===== config.mk =====
export PLATFORM = sky130hd
export DESIGN_NAME = lhp_pct_scan
export DESIGN_NICKNAME = d
export VERILOG_FILES = /design/src/rtl/latency_histogram_percentiles_top_macros.svh /design/src/rtl/lhp_pkg.sv /design/src/rtl/lhp_pct_scan.sv
export SDC_FILE = /design/constraint.sdc
export NUM_CORES = 1
export LEC_CHECK = 0
export BUFFER_PORTS_ARGS = -buffer_cell sky130_fd_sc_hd__buf_2
export CORE_UTILIZATION = 25
export DETAILED_ROUTE_END_ITERATION = 10
export PLACE_DENSITY_LB_ADDON = 0.3
export RECOVER_POWER = 100
export SLEW_MARGIN = 20
export SYNTH_ARGS = -nofsm -noshare
export SYNTH_HDL_FRONTEND = slang
export SYNTH_SLANG_ARGS = --single-unit

===== constraint.sdc =====
create_clock -name clk -period 9.45 [get_ports clk]
set_clock_uncertainty 0.15 [all_clocks]
set_input_delay 0.4725 -clock clk [delete_from_list [all_inputs] [get_ports clk]]
set_output_delay 0.4725 -clock clk [all_outputs]
set_load 0.01 [all_outputs]

===== src/rtl/latency_histogram_percentiles_top_macros.svh =====
// assertion macros for the latency histogram block
`ifndef LATENCY_HISTOGRAM_PERCENTILES_TOP_MACROS_SVH
`define LATENCY_HISTOGRAM_PERCENTILES_TOP_MACROS_SVH

// same-cycle implication, disabled during reset
`define LHP_ASSERT_SAME(label, clk, rst_n, ante, cons, msg) \
    label: assert property (@(posedge clk) disable iff (!rst_n) (ante) |-> (cons)) \
        else $error(msg);

// next-cycle implication, disabled during reset
`define LHP_ASSERT_NEXT(label, clk, rst_n, ante, cons, msg) \
    label: assert property (@(posedge clk) disable iff (!rst_n) (ante) |=> (cons)) \
        else $error(msg);

`endif


===== src/rtl/lhp_pkg.sv =====
// shared constants, types and functions for the latency histogram block
`timescale 1ns / 1ps
`default_nettype none

package lhp_pkg;

    localparam int unsigned BIN_COUNT       = 128;
    localparam int unsigned FINE_BINS       = 64;
    localparam int unsigned FINE_WIDTH_NS   = 1024;
    localparam int unsigned COARSE_WIDTH_NS = 65536;

    localparam int unsigned BIN_AW    = $clog2(BIN_COUNT);
    localparam int unsigned PCT_NUM   = 3;
    localparam int unsigned PCT_SCALE = 100;
    localparam int unsigned SUM_W     = 32 + 7 + BIN_AW + 1;

    localparam logic [31:0] MAX32        = 32'hFFFF_FFFF;
    localparam logic [32:0] FINE_SPAN_NS = 33'(FINE_BINS * FINE_WIDTH_NS);

    typedef logic [BIN_AW-1:0] bin_idx_t;
    typedef logic [SUM_W-1:0]  sum_t;

    localparam bin_idx_t BIN_LAST = BIN_AW'(BIN_COUNT - 1);

    localparam logic [6:0] PCT_VAL [PCT_NUM] = '{7'd50, 7'd95, 7'd99};

    typedef struct packed {
        logic     start;
        logic     step;
        bin_idx_t idx;
    } scan_ctl_t;

    function automatic logic [31:0] sat_inc(input logic [31:0] v);
        return (v == MAX32) ? v : v + 32'd1;
    endfunction

    function automatic bin_idx_t bin_of(input logic [31:0] ns);
        logic [32:0] q;
        if (33'(ns) < FINE_SPAN_NS)
        begin
            q = 33'(ns / FINE_WIDTH_NS);
        end
        else
        begin
            q = 33'(FINE_BINS) + 33'((33'(ns) - FINE_SPAN_NS) / COARSE_WIDTH_NS);
        end
        if (q > 33'(BIN_COUNT - 1))
        begin
            q = 33'(BIN_COUNT - 1);
        end
        return q[BIN_AW-1:0];
    endfunction

    function automatic logic [31:0] bin_edge(input bin_idx_t idx);
        logic [63:0] e;
        if (32'(idx) < FINE_BINS)
        begin
            e = (64'(idx) + 64'd1) * 64'(FINE_WIDTH_NS);
        end
        else
        begin
            e = 64'(FINE_SPAN_NS)
                + (64'(idx) - 64'(FINE_BINS) + 64'd1) * 64'(COARSE_WIDTH_NS);
        end
        return (e > 64'(MAX32)) ? MAX32 : e[31:0];
    endfunction

endpackage

`default_nettype wire


===== src/rtl/lhp_pct_scan.sv =====
// running-sum percentile scan over the bin counts
`timescale 1ns / 1ps
`default_nettype none

module lhp_pct_scan (
    input  wire logic                 clk,
    input  wire logic                 rst_n,
    input  wire lhp_pkg::scan_ctl_t   ctl,
    input  wire logic [31:0]          total,
    input  wire logic [31:0]          peak,
    input  wire logic [31:0]          rd_data,
    output logic [lhp_pkg::PCT_NUM-1:0][31:0] pct_ns
);

    lhp_pkg::sum_t                   acc_reg;
    lhp_pkg::sum_t                   acc_next;
    lhp_pkg::sum_t                   tgt_reg [lhp_pkg::PCT_NUM];
    logic [lhp_pkg::PCT_NUM-1:0]     found_reg;
    logic [lhp_pkg::PCT_NUM-1:0]     hit;
    logic [31:0]                     pct_reg [lhp_pkg::PCT_NUM];
    logic [31:0]                     edge_val;

    // compare sum*100 against total*p, same as sum >= ceil(total*p/100)
    assign acc_next = acc_reg
                      + lhp_pkg::SUM_W'(rd_data) * lhp_pkg::SUM_W'(lhp_pkg::PCT_SCALE);
    assign edge_val = (ctl.idx == lhp_pkg::BIN_LAST) ? peak : lhp_pkg::bin_edge(ctl.idx);

    always_comb
    begin
        for (int k = 0; k < lhp_pkg::PCT_NUM; k++)
        begin
            hit[k] = !found_reg[k] && (acc_next >= tgt_reg[k]);
        end
    end

    always_ff @(posedge clk or negedge rst_n)
    begin
        if (!rst_n)
        begin
            acc_reg   <= '0;
            found_reg <= '0;
        end
        else if (ctl.start)
        begin
            acc_reg   <= '0;
            found_reg <= '0;
        end
        else if (ctl.step)
        begin
            acc_reg   <= acc_next;
            found_reg <= found_reg | hit;
        end
    end

    always_ff @(posedge clk)
    begin
        for (int k = 0; k < lhp_pkg::PCT_NUM; k++)
        begin
            if (ctl.start)
            begin
                tgt_reg[k] <= lhp_pkg::SUM_W'(total) * lhp_pkg::SUM_W'(lhp_pkg::PCT_VAL[k]);
            end
            else if (ctl.step && hit[k])
            begin
                pct_reg[k] <= edge_val;
            end
        end
    end

    // rank never reached falls back to the maximum
    always_comb
    begin
        for (int k = 0; k < lhp_pkg::PCT_NUM; k++)
        begin
            pct_ns[k] = found_reg[k] ? pct_reg[k] : peak;
        end
    end

endmodule

`default_nettype wire


== Word level (Yosys, flattened, before mapping) ==
Memories as Yosys holds them, arrays and structs flattened.
Index checks and enable logic that the tools add are counted.
Widths: inputs -> output; s select.

* $add $sub $neg: 5
* Multiply operators: 4
* Magnitude comparators: 5
* Equality and inequality tests: 1
* Multiplexer cells: 21
* Bitwise operators: 1
* Reduce and logical (&&, ||, !) cells: 10

{| class="wikitable"
|+ Operator list
! kind !! count
|-
| $mux 32 || 5
|-
| $ge 47x47->1 || 3
|-
| $mux 47 || 2
|-
| $mul 32x7->39 const B || 2
|-
| $mul 32x5->37 const B || 2
|-
| $gt 64x32->1 const B || 1
|-
| $mux 64 || 1
|-
| $add 47x39->47 || 1
|-
| $add 18x25->26 const A || 1
|-
| $mux 1 || 11
|-
| $add 8x2->9 const B || 1
|-
| $add 7x1->8 const B || 1
|-
| $sub 7x7->8 const B || 1
|-
| $eq 7x7->1 const B || 1
|-
| $lt 7x7->1 const B || 1
|-
| $logic_and 1x1->1 || 6
|-
| $mux 3 || 2
|-
| $logic_not 1->1 || 3
|-
| $or 3x3->3 || 1
|-
| $reduce_bool 2->1 || 1
|}

* Register bits: 50
* Bits in writable memories: 213
* Input bits: 107
* Output and inout bits: 96
* Logic and storage cells: 51
* Memories kept: 2

{| class="wikitable"
|+ Memory list
! name !! words !! bits a word !! read ports !! clocked after memory_dff !! write ports !! RTL line !! source
|-
| tgt_reg || 3 || 39 || 3 || 0 || 3 || lhp_pct_scan.sv:17 || <nowiki>lhp_pkg::sum_t tgt_reg [lhp_pkg::PCT_NUM];</nowiki>
|-
| pct_reg || 3 || 32 || 3 || 0 || 3 || lhp_pct_scan.sv:20 || <nowiki>logic [31:0] pct_reg [lhp_pkg::PCT_NUM];</nowiki>
|}

== Longest topological paths before layout ==
Gate-level depths: netlist of run 1.

* Word-level depth: 8
* Depth in mapped cells: 34
* Mapped depth without buffers: 34

== Worst setup path after synthesis of run 1 ==
Ideal clock, no wire load.

* Path type: input to register
* Start point: in rd_data[5]
* End point: mem pct_reg[0][0] (enable)
* Setup time: 0.425 ns
* Arrival time: 7.618 ns
* Data required time: 8.875 ns
* Slack: 1.258 ns
* Stages: 29
* Path buffers: 1
* Cell sequence: ha_1 -> ha_1 -> inv_1 -> fa_1 -> inv_1 -> ha_1 -> and3_1 -> a211oi_1 -> a31oi_1 -> a31oi_1 -> nor2_1 -> or3_1 -> a21oi_1 -> xnor2_1 -> ha_1 -> clkbuf_1 -> nand2_1 -> or3_1 -> o21a_1 -> xnor2_1 -> ha_1 -> and3_1 -> nand3_1 -> nor3_1 -> and2_1 -> a221oi_1 -> o21ai_0 -> o41a_1 -> nor2b_1

{| class="wikitable"
|+ RTL lines
! what !! RTL line !! source
|-
| from (decl) || lhp_pct_scan.sv:11 || <nowiki>input wire logic [31:0] rd_data,</nowiki>
|-
| to (decl) || lhp_pct_scan.sv:20 ||
|}

==> results.sh, run 1 <==
export IMPL_place_ws_ns=0.862
export IMPL_synth_seq_cells=256
export IMPL_antenna_found_initial=15
export IMPL_numPortBuffers=202
export IMPL_max_cap_viol_count=7
export IMPL_fin_util_pct=28.2
export IMPL_status="finished, violations left"
export IMPL_whs_path_depth=2
export IMPL_violations="capacitance limit, slew limit"
export IMPL_hold_viol_final=0
export IMPL_initial_core_util_pct=25.2
export IMPL_crit_slowest_cell="clkbuf_2"
export IMPL_fp_dieW_um=352
export IMPL_p_total_uw=11100
export IMPL_clk_latency_ns=0.59
export IMPL_synth_edff_count=208
export IMPL_start_kind="input port"
export IMPL_timing_rr_start="acc_reg[2]$_DFFE_PN0N_"
export IMPL_synth_area_um2=30700
export IMPL_synth_cell_types=88
export IMPL_hold_class="in -> reg"
export IMPL_gp_congestion=0.872
export IMPL_syn_avg_cell_area_um2=9.59
export IMPL_synth_warnings=0
export IMPL_ant_nets=0
export IMPL_worstPathMaxFanout=32
export IMPL_fmax_mhz=118
export IMPL_r2r_end="pct_reg[0][76]$_DFFE_PP_"
export IMPL_finalSetupViolations=0
export IMPL_synth_common_cells="inv_1 (731), ha_1 (500), fa_1 (228), edfxtp_1 (208), a21oi_1 (189)"
export IMPL_post_cts_buffers=0
export IMPL_min_period_over_period_pct=89.9
export IMPL_ctsHtreeMaxLevel=1
export IMPL_p_leak_uw=0.0168
export IMPL_fillers=13000
export IMPL_cp_required_ns=9.40
export IMPL_rows=128
export IMPL_crit_type="in -> reg"
export IMPL_root_buffer="clkbuf_16"
export IMPL_async_reset_ff_share_pct=18.8
export IMPL_coreArea_um2=122000
export IMPL_postCtsResizedCells=0
export IMPL_synth_ff_type="edfxtp_1"
export IMPL_vias_per_cell=4.40
export IMPL_hold_path_end="pct_reg[0][37]$_DFFE_PP_"
export IMPL_fin_nets=4238
export IMPL_hold_ws_ns=0.139
export IMPL_synth_fp_nets=4032
export IMPL_drt_wirelength_per_cell_um=15.4
export IMPL_cts_buffers=28
export IMPL_design_die_area_um2=124000
export IMPL_grt_use_total_pct=12.5
export IMPL_worst_pin_slew_ns=6.29
export IMPL_peakVddDrop_mv=0.175
export IMPL_cp_end_kind="flip-flop"
export IMPL_synth_top_area_share_pct=20.4
export IMPL_cts_sinks=256
export IMPL_powerDensity_nw_per_um2=324
export IMPL_yosysSeqAreaShare_pct=24.3
export IMPL_ff2ff_path_depth=21
export IMPL_yosysMostFrequentCell="inv_1"
export IMPL_post_dp_hpwl_um=64200
export IMPL_synth_area_top_cells="ha_1 (20%), edfxtp_1 (20%), fa_1 (15%), inv_1 (9.0%), dfrtp_1 (3.9%)"
export IMPL_syn_to_final_growth_pct=12.0
export IMPL_setup_tns_ns=0
export IMPL_synthCells=3197
export IMPL_multi_input_area_um2=20200
export IMPL_grt_pass1_wl_um=125000
export IMPL_hold_buffers=1
export IMPL_drive_above_1_share_pct=7.71
export IMPL_largest_reg_flops=112
export IMPL_grt_max_degree=126
export IMPL_drc=0
export IMPL_slew_headroom_pct=-319
export IMPL_grt_pass1_vias=22800
export IMPL_firstDrtPassIters=5
export IMPL_max_stage_delay_ns=0.62
export IMPL_wl_um=77800
export IMPL_drt_initial_drc_count=1100
export IMPL_min_from="peak[5]"
export IMPL_cp_arrival_ns=8.45
export IMPL_die_h_um=352
export IMPL_yosysTopAreaCell="ha_1"
export IMPL_io_pins=203
export IMPL_rsz0062_at_grt="no"
export IMPL_min_period_ns=8.50
export IMPL_num_vias=22200
export IMPL_report_final_slew_viol_count=357
export IMPL_cts_tree="done"
export IMPL_overflow=0
export IMPL_r2r_setup_slack_ns=2.87
export IMPL_clockBufferDepth=3
export IMPL_path_clk_slew_ns=0.06
export IMPL_layout_setup_ws_ns=0.952
export IMPL_seqCellArea_um2=7450
## final cells by class
type | count | area share (%)
Timing Repair Buffer | 219 | 2.93
Tap cell | 1625 | 5.92
Clock buffer | 32 | 2.09
Multi-Input combinational cell | 2167 | 58.9
Clock inverter | 19 | 0.445
Inverter | 731 | 7.99
Sequential cell | 256 | 21.7
Antenna cell | 2 | 0.0146
## cells in the final DEF (no fill, tap or decap), types with 58 or more instances in the layout
master    count
inv_1       731
ha_1        500
fa_1        228
edfxtp_1    208
a21oi_1     190
nor2_1      154
nand2_1     126
o21ai_0     121
xnor2_1     114
buf_2       114
clkbuf_1    101
a21o_1       97
mux2_2       80
xor2_1       58
## kinds of logic after synthesis
kind of cell               synth area share [%]
buffers and inverters                      9.48
adders and majority gates                  35.3
AOI/OAI and AO/OA                          13.1
and+or+nand+nor                            8.33
DFF                                        24.3
xor gates and xnor gates                   4.91
muxes                                      4.56
## worst max path at each step
stage | from | depth (start not counted) | to
2_1_floorplan | rd_data[5] | 29 | pct_reg[0][0]$_DFFE_PP_
4_1_cts | rd_data[2] | 33 | pct_reg[0][12]$_DFFE_PP_
3_5_place_dp | rd_data[2] | 33 | pct_reg[0][9]$_DFFE_PP_
6_report | rd_data[2] | 32 | pct_reg[0][76]$_DFFE_PP_
3_3_place_gp | rd_data[6] | 33 | pct_reg[0][26]$_DFFE_PP_
5_1_grt | rd_data[2] | 32 | pct_reg[0][69]$_DFFE_PP_
## worst max-delay path: cells and delay by family
kind | cells | cell delay, ns
buf+inv | 3 | 1.01
fa+ha+maj | 6 | 2.13
simple gates | 5 | 0.35
xor+xnor | 2 | 0.47
compound gates | 16 | 4.00
## routing by layer
metal / track usage [%] / part of all wire (%) / vias up
met2: 21.0 / 46 / 367
met5: 0 / 0.11 / -
met3: 1.16 / 3.3 / 79
met1: 17.3 / 49 / 10600
met4: 2.24 / 1.6 / 12
li1: - / - / 11200
## through the flow
step                instances  area, um^2
global route             5051       34300
CTS                      5049       34600
floorplan                3197       30700
detailed placement       4997       33700
finish                   5051       34300
global placement         4997       33700
## report_power, final
part           total (uW)  leakage, uW  internal [uW]  switching (uW)
Sequential           1970      0.00264           1840             124
Clock                1060     0.000419            576             484
Combinational        8080       0.0138           3180            4900
(Power assumes the default switching activity.)
==> inputs of run 2 (changes only) <==
CORE_ASPECT_RATIO = 1.1   (was not set)
==> run 2 against run 1 <==
Against the previous run: the flow still finishes with violations (capacitance limit, slew limit); sequential power is essentially flat; cell area rose by 0.24%; total power rose by 0.40%; via count grew 0.11%; die area hardly changed; critical path type unchanged; critical endpoint is now pct_reg[0][26]$_DFFE_PP_.
==> results.sh, run 2 (synthesis gave the netlist of run 1 again) <==
export IMPL_drc=0
export IMPL_rsz0062_at_grt="no"
export IMPL_hold_viol_final=0
export IMPL_die_h_um=369
export IMPL_io_pins=203
export IMPL_dp_cells=5002
export IMPL_whs_path_depth=2
export IMPL_timing_rr_start="acc_reg[2]$_DFFE_PN0N_"
export IMPL_cts_sinks=256
export IMPL_slew_headroom_pct=-148
export IMPL_drt_wirelength_per_cell_um=15.4
export IMPL_violations="capacitance limit, slew limit"
export IMPL_firstDrtPassIters=5
export IMPL_clockBufferDepth=3
export IMPL_dpl_cell_area_um2=33700
export IMPL_min_period_ns=8.42
export IMPL_drive_above_1_share_pct=7.60
export IMPL_final_common_cell="inv_1"
export IMPL_ctsHtreeMaxLevel=1
export IMPL_mostFrequentLayoutCells="inv_1 (731), ha_1 (500), fa_1 (228)"
export IMPL_crit_type="in -> reg"
export IMPL_grt_max_degree=76
export IMPL_worstPathMaxFanout=32
export IMPL_root_buffer="clkbuf_16"
export IMPL_min_period_over_period_pct=89.1
export IMPL_status="finished, violations left"
export IMPL_fin_nets=4236
export IMPL_powerDensity_nw_per_um2=324
export IMPL_largest_reg_flops=112
export IMPL_cp_end_kind="flip-flop"
export IMPL_overflow=0
export IMPL_report_final_slew_viol_count=290
export IMPL_vias_per_cell=4.40
export IMPL_antenna_found_initial=19
export IMPL_postCtsResizedCells=0
export IMPL_fp_dieW_um=336
export IMPL_cp_startpoint="rd_data[1]"
export IMPL_fillers=13000
export IMPL_cp_required_ns=9.51
export IMPL_hold_ws_ns=0.158
export IMPL_numPortBuffers=202
export IMPL_gp_congestion=0.841
export IMPL_min_from="peak[27]"
export IMPL_rows=134
export IMPL_ff2ff_path_depth=20
export IMPL_drt_initial_drc_count=814
export IMPL_clk_latency_ns=0.58
export IMPL_crit_top_cell="ha_1"
export IMPL_coreArea_um2=122000
export IMPL_finalSetupViolations=0
export IMPL_post_dp_hpwl_um=64600
export IMPL_grt_pass1_wl_um=125000
export IMPL_initial_core_util_pct=25.2
export IMPL_fin_area_um2=34400
export IMPL_crit_slowest_cell="fa_1"
export IMPL_max_cap_viol_count=7
export IMPL_start_kind="input port"
export IMPL_cts_buffers=28
export IMPL_path_clk_slew_ns=0.06
export IMPL_num_vias=22200
export IMPL_worst_pin_slew_ns=3.73
export IMPL_peakVddDrop_mv=0.158
export IMPL_fmax_mhz=119
export IMPL_syn_to_final_growth_pct=12.2
export IMPL_setup_tns_ns=0
export IMPL_grt_use_total_pct=12.6
export IMPL_finalNonFillerCells=5058
export IMPL_wl_um=77900
export IMPL_p_leak_uw=0.0169
export IMPL_cts_tree="done"
export IMPL_cp_arrival_ns=8.48
export IMPL_ant_nets=0
export IMPL_hold_class="in -> reg"
export IMPL_max_stage_delay_ns=0.47
export IMPL_design_die_area_um2=124000
export IMPL_grt_pass1_vias=23500
==> run 2: cell count changes in the layout (fill, tap and decap cells not counted), sizes merged <==
cell / change
bufinv: +3
buf: -7
clkinvlp: -1
clkinv: -2
inv: +3
diode: +1
clkbuf: +3
==> run 2: final cells by class <==
cell class / instances / area, um^2 / area share [%]
antenna: 3 / 7.51 / 0.0218
clock buffer: 30 / 729 / 2.12
clock inverter: 22 / 244 / 0.709
inverter: 731 / 2740 / 7.97
multi-input combinational: 2167 / 20200 / 58.7
sequential: 256 / 7450 / 21.6
tap: 1632 / 2040 / 5.93
timing repair buffer: 217 / 988 / 2.87
==> run 2: power breakdown <==
part           internal [uW]  switching, uW  total (uW)  leakage [uW]
Combinational           3160           4860        8020        0.0138
Clock                    677            488        1160      0.000473
Sequential              1840            129        1970       0.00264
Total                   5680           5480       11200        0.0169
==> run 2: critical path, delay by kind of cell <==
kind | cells | cell delay (ns)
and+or+nand+nor | 8 | 1.54
AOI/OAI and AO/OA | 15 | 3.20
adders and majority gates | 6 | 2.10
xor gates and xnor gates | 2 | 0.56
buffers and inverters | 2 | 0.57
==> run 2: routing by layer <==
metal  routed length, um  track usage (%)  vias to the layer above
li1                    -                -                    11200
met1               36800             16.4                    10600
met2               36700             22.1                      333
met3                2480             1.32                      120
met4                1750             3.01                       22
met5                 161                0                        -
==> run 2: metrics by stage <==
step / total power, uW / worst slack [ns] / util (%)
6_report: 11200 / 1.03 / 28.3
5_1_grt: 12400 / 0.423 / 28.3
4_1_cts: 11400 / 1.22 / 28.5
3_5_place_dp: 10100 / 0.659 / 27.7
3_3_place_gp: 10100 / 0.724 / 27.7
2_1_floorplan: 7770 / 1.26 / -
==> run 2: final timing paths <==
path / endpoint / slack, ns
setup / recovery: pct_reg[0][26]$_DFFE_PP_ / 1.03
hold / removal: pct_reg[0][59]$_DFFE_PP_ / 0.16
setup reg to reg: pct_reg[0][90]$_DFFE_PP_ / 3.04
hold reg to reg: acc_reg[36]$_DFFE_PN0N_ / 0.36
max in group asynchronous: acc_reg[43]$_DFFE_PN0N_ / 6.12
min in group asynchronous: acc_reg[5]$_DFFE_PN0N_ / 1.34
==> run 2: timing repair <==
| item | CTS | global route |
|---|---|---|
| setup buffers | 0 | 0 |
| hold buffers | 1 | 0 |
| hold endpoints to repair | 48 | 0 |
==> inputs of run 3 (changes only) <==
RECOVER_POWER = 50   (was 100)
==> run 3 against run 2 <==
Against the previous run: the flow still finishes with violations (capacitance limit, slew limit); critical path depth decreased by 1; utilization increased by 0.18 points; die area unchanged; critical path type unchanged; critical endpoint is now pct_reg[0][90]$_DFFE_PP_; largest cell class unchanged.
==> results.sh, run 3 (synthesis gave the netlist of run 1 again) <==
export IMPL_numPortBuffers=202
export IMPL_seqCellArea_um2=7450
export IMPL_fin_nets=4236
export IMPL_grt_max_degree=76
export IMPL_min_period_over_period_pct=86.7
export IMPL_grt_pass1_wl_um=125000
export IMPL_drive_above_1_share_pct=10.3
export IMPL_worstPathMaxFanout=24
export IMPL_min_from="peak[27]"
export IMPL_crit_top_cell="ha_1"
export IMPL_p_leak_uw=0.0171
export IMPL_max_cap_viol_count=7
export IMPL_cp_required_ns=9.61
export IMPL_root_buffer="clkbuf_16"
export IMPL_setup_tns_ns=0
export IMPL_antenna_found_initial=20
export IMPL_drt_initial_drc_count=863
export IMPL_fillers=13000
export IMPL_multi_input_area_um2=20300
export IMPL_timing_rr_start="acc_reg[2]$_DFFE_PN0N_"
export IMPL_peakVddDrop_mv=0.158
export IMPL_max_stage_delay_ns=0.79
export IMPL_cts_sinks=256
export IMPL_finalSetupViolations=0
export IMPL_slew_headroom_pct=-149
export IMPL_fmax_mhz=122
export IMPL_largest_reg_flops=112
export IMPL_io_pins=203
export IMPL_die_h_um=369
export IMPL_report_final_slew_viol_count=290
export IMPL_final_common_cell="inv_1"
export IMPL_cp_end_kind="flip-flop"
export IMPL_rows=134
export IMPL_syn_to_final_growth_pct=13.0
export IMPL_wl_um=77700
export IMPL_dpl_cell_area_um2=33700
export IMPL_min_period_ns=8.19
export IMPL_cts_buffers=28
export IMPL_powerDensity_nw_per_um2=325
export IMPL_firstDrtPassIters=5
export IMPL_ant_nets=0
export IMPL_coreArea_um2=122000
export IMPL_cts_tree="done"
export IMPL_grt_use_total_pct=12.6
export IMPL_path_clk_slew_ns=0.06
export IMPL_drc=0
export IMPL_start_kind="input port"
export IMPL_drt_wirelength_per_cell_um=15.4
export IMPL_fp_dieW_um=336
export IMPL_grt_pass1_vias=23500
export IMPL_post_dp_hpwl_um=64600
export IMPL_cp_startpoint="rd_data[1]"
export IMPL_num_vias=22300
export IMPL_status="finished, violations left"
export IMPL_overflow=0
export IMPL_clk_latency_ns=0.58
export IMPL_crit_slowest_cell="o41ai_1"
export IMPL_cp_arrival_ns=8.36
export IMPL_hold_viol_final=0
export IMPL_vias_per_cell=4.41
export IMPL_crit_type="in -> reg"
export IMPL_hold_class="in -> reg"
export IMPL_postCtsResizedCells=0
export IMPL_violations="capacitance limit, slew limit"
export IMPL_ctsHtreeMaxLevel=1
export IMPL_mostFrequentLayoutCells="inv_1 (731), ha_1 (500), fa_1 (228)"
export IMPL_fin_area_um2=34600
export IMPL_initial_core_util_pct=25.2
export IMPL_gp_congestion=0.841
export IMPL_worst_pin_slew_ns=3.73
export IMPL_rsz0062_at_grt="no"
export IMPL_design_die_area_um2=124000
export IMPL_clockBufferDepth=3
==> run 3: worst paths after layout <==
path	cells past startpoint	slack [ns]	to
min in group asynchronous	3	1.34	acc_reg[5]$_DFFE_PN0N_
min reg2reg	1	0.36	acc_reg[36]$_DFFE_PN0N_
max in group asynchronous	3	6.12	acc_reg[43]$_DFFE_PN0N_
max reg2reg	20	3.26	pct_reg[0][90]$_DFFE_PP_
min	2	0.16	pct_reg[0][59]$_DFFE_PP_
max	32	1.26	pct_reg[0][90]$_DFFE_PP_
==> run 3: layer usage <==
| metal | global-route usage, % | up-vias | share of wire [%] |
|---|---|---|---|
| met5 | 0 | - | 0.21 |
| met4 | 3.01 | 22 | 2.3 |
| met3 | 1.32 | 116 | 3.3 |
| met2 | 22.1 | 353 | 47 |
| met1 | 16.4 | 10600 | 47 |
| li1 | - | 11200 | - |
==> run 3: critical path, delay by kind of cell <==
| kind | cells | cell delay, ns |
|---|---|---|
| AOI/OAI and AO/OA | 14 | 3.50 |
| xor gates and xnor gates | 2 | 0.56 |
| and+or+nand+nor | 8 | 1.30 |
| adders and majority gates | 6 | 2.12 |
| buffers and inverters | 2 | 0.37 |
==> run 3: per-stage QoR <==
| step | utilization [%] | hold slack [ns] | setup WS (ns) | cells | total power, uW |
|---|---|---|---|---|---|
| floorplan | - | 0.0269 | 1.26 | 3197 | 7770 |
| global placement | 27.7 | 0.355 | 0.724 | 5002 | 10100 |
| detailed placement | 27.7 | 0.349 | 0.659 | 5002 | 10100 |
| CTS | 28.5 | 0.0795 | 1.22 | 5055 | 11400 |
| global route | 28.5 | 0.160 | 0.685 | 5059 | 12500 |
| finish | 28.5 | 0.160 | 1.26 | 5059 | 11200 |
==> run 3: timing repair <==
action	4_1_cts	5_1_grt
endpoints found under the hold margin	48	0
setup buffers	0	0
hold buffers	1	0
setup endpoints to repair	0	0
==> run 3: final cells by class <==
cell class                      instances  share of cell area (%)
Sequential cell                       256                    21.5
Timing Repair Buffer                  217                    3.15
Clock inverter                         22                   0.705
Inverter                              731                    7.92
Tap cell                             1632                    5.90
Multi-Input combinational cell       2167                    58.7
Antenna cell                            4                  0.0289
Clock buffer                           30                    2.11
==> run 3: where the power goes <==
part	total [uW]	switching [uW]	leakage (uW)	internal [uW]
Sequential	1970	130	0.00264	1840
Clock	1160	488	0.000473	677
Combinational	8110	4880	0.0140	3220
Total	11200	5500	0.0171	5740
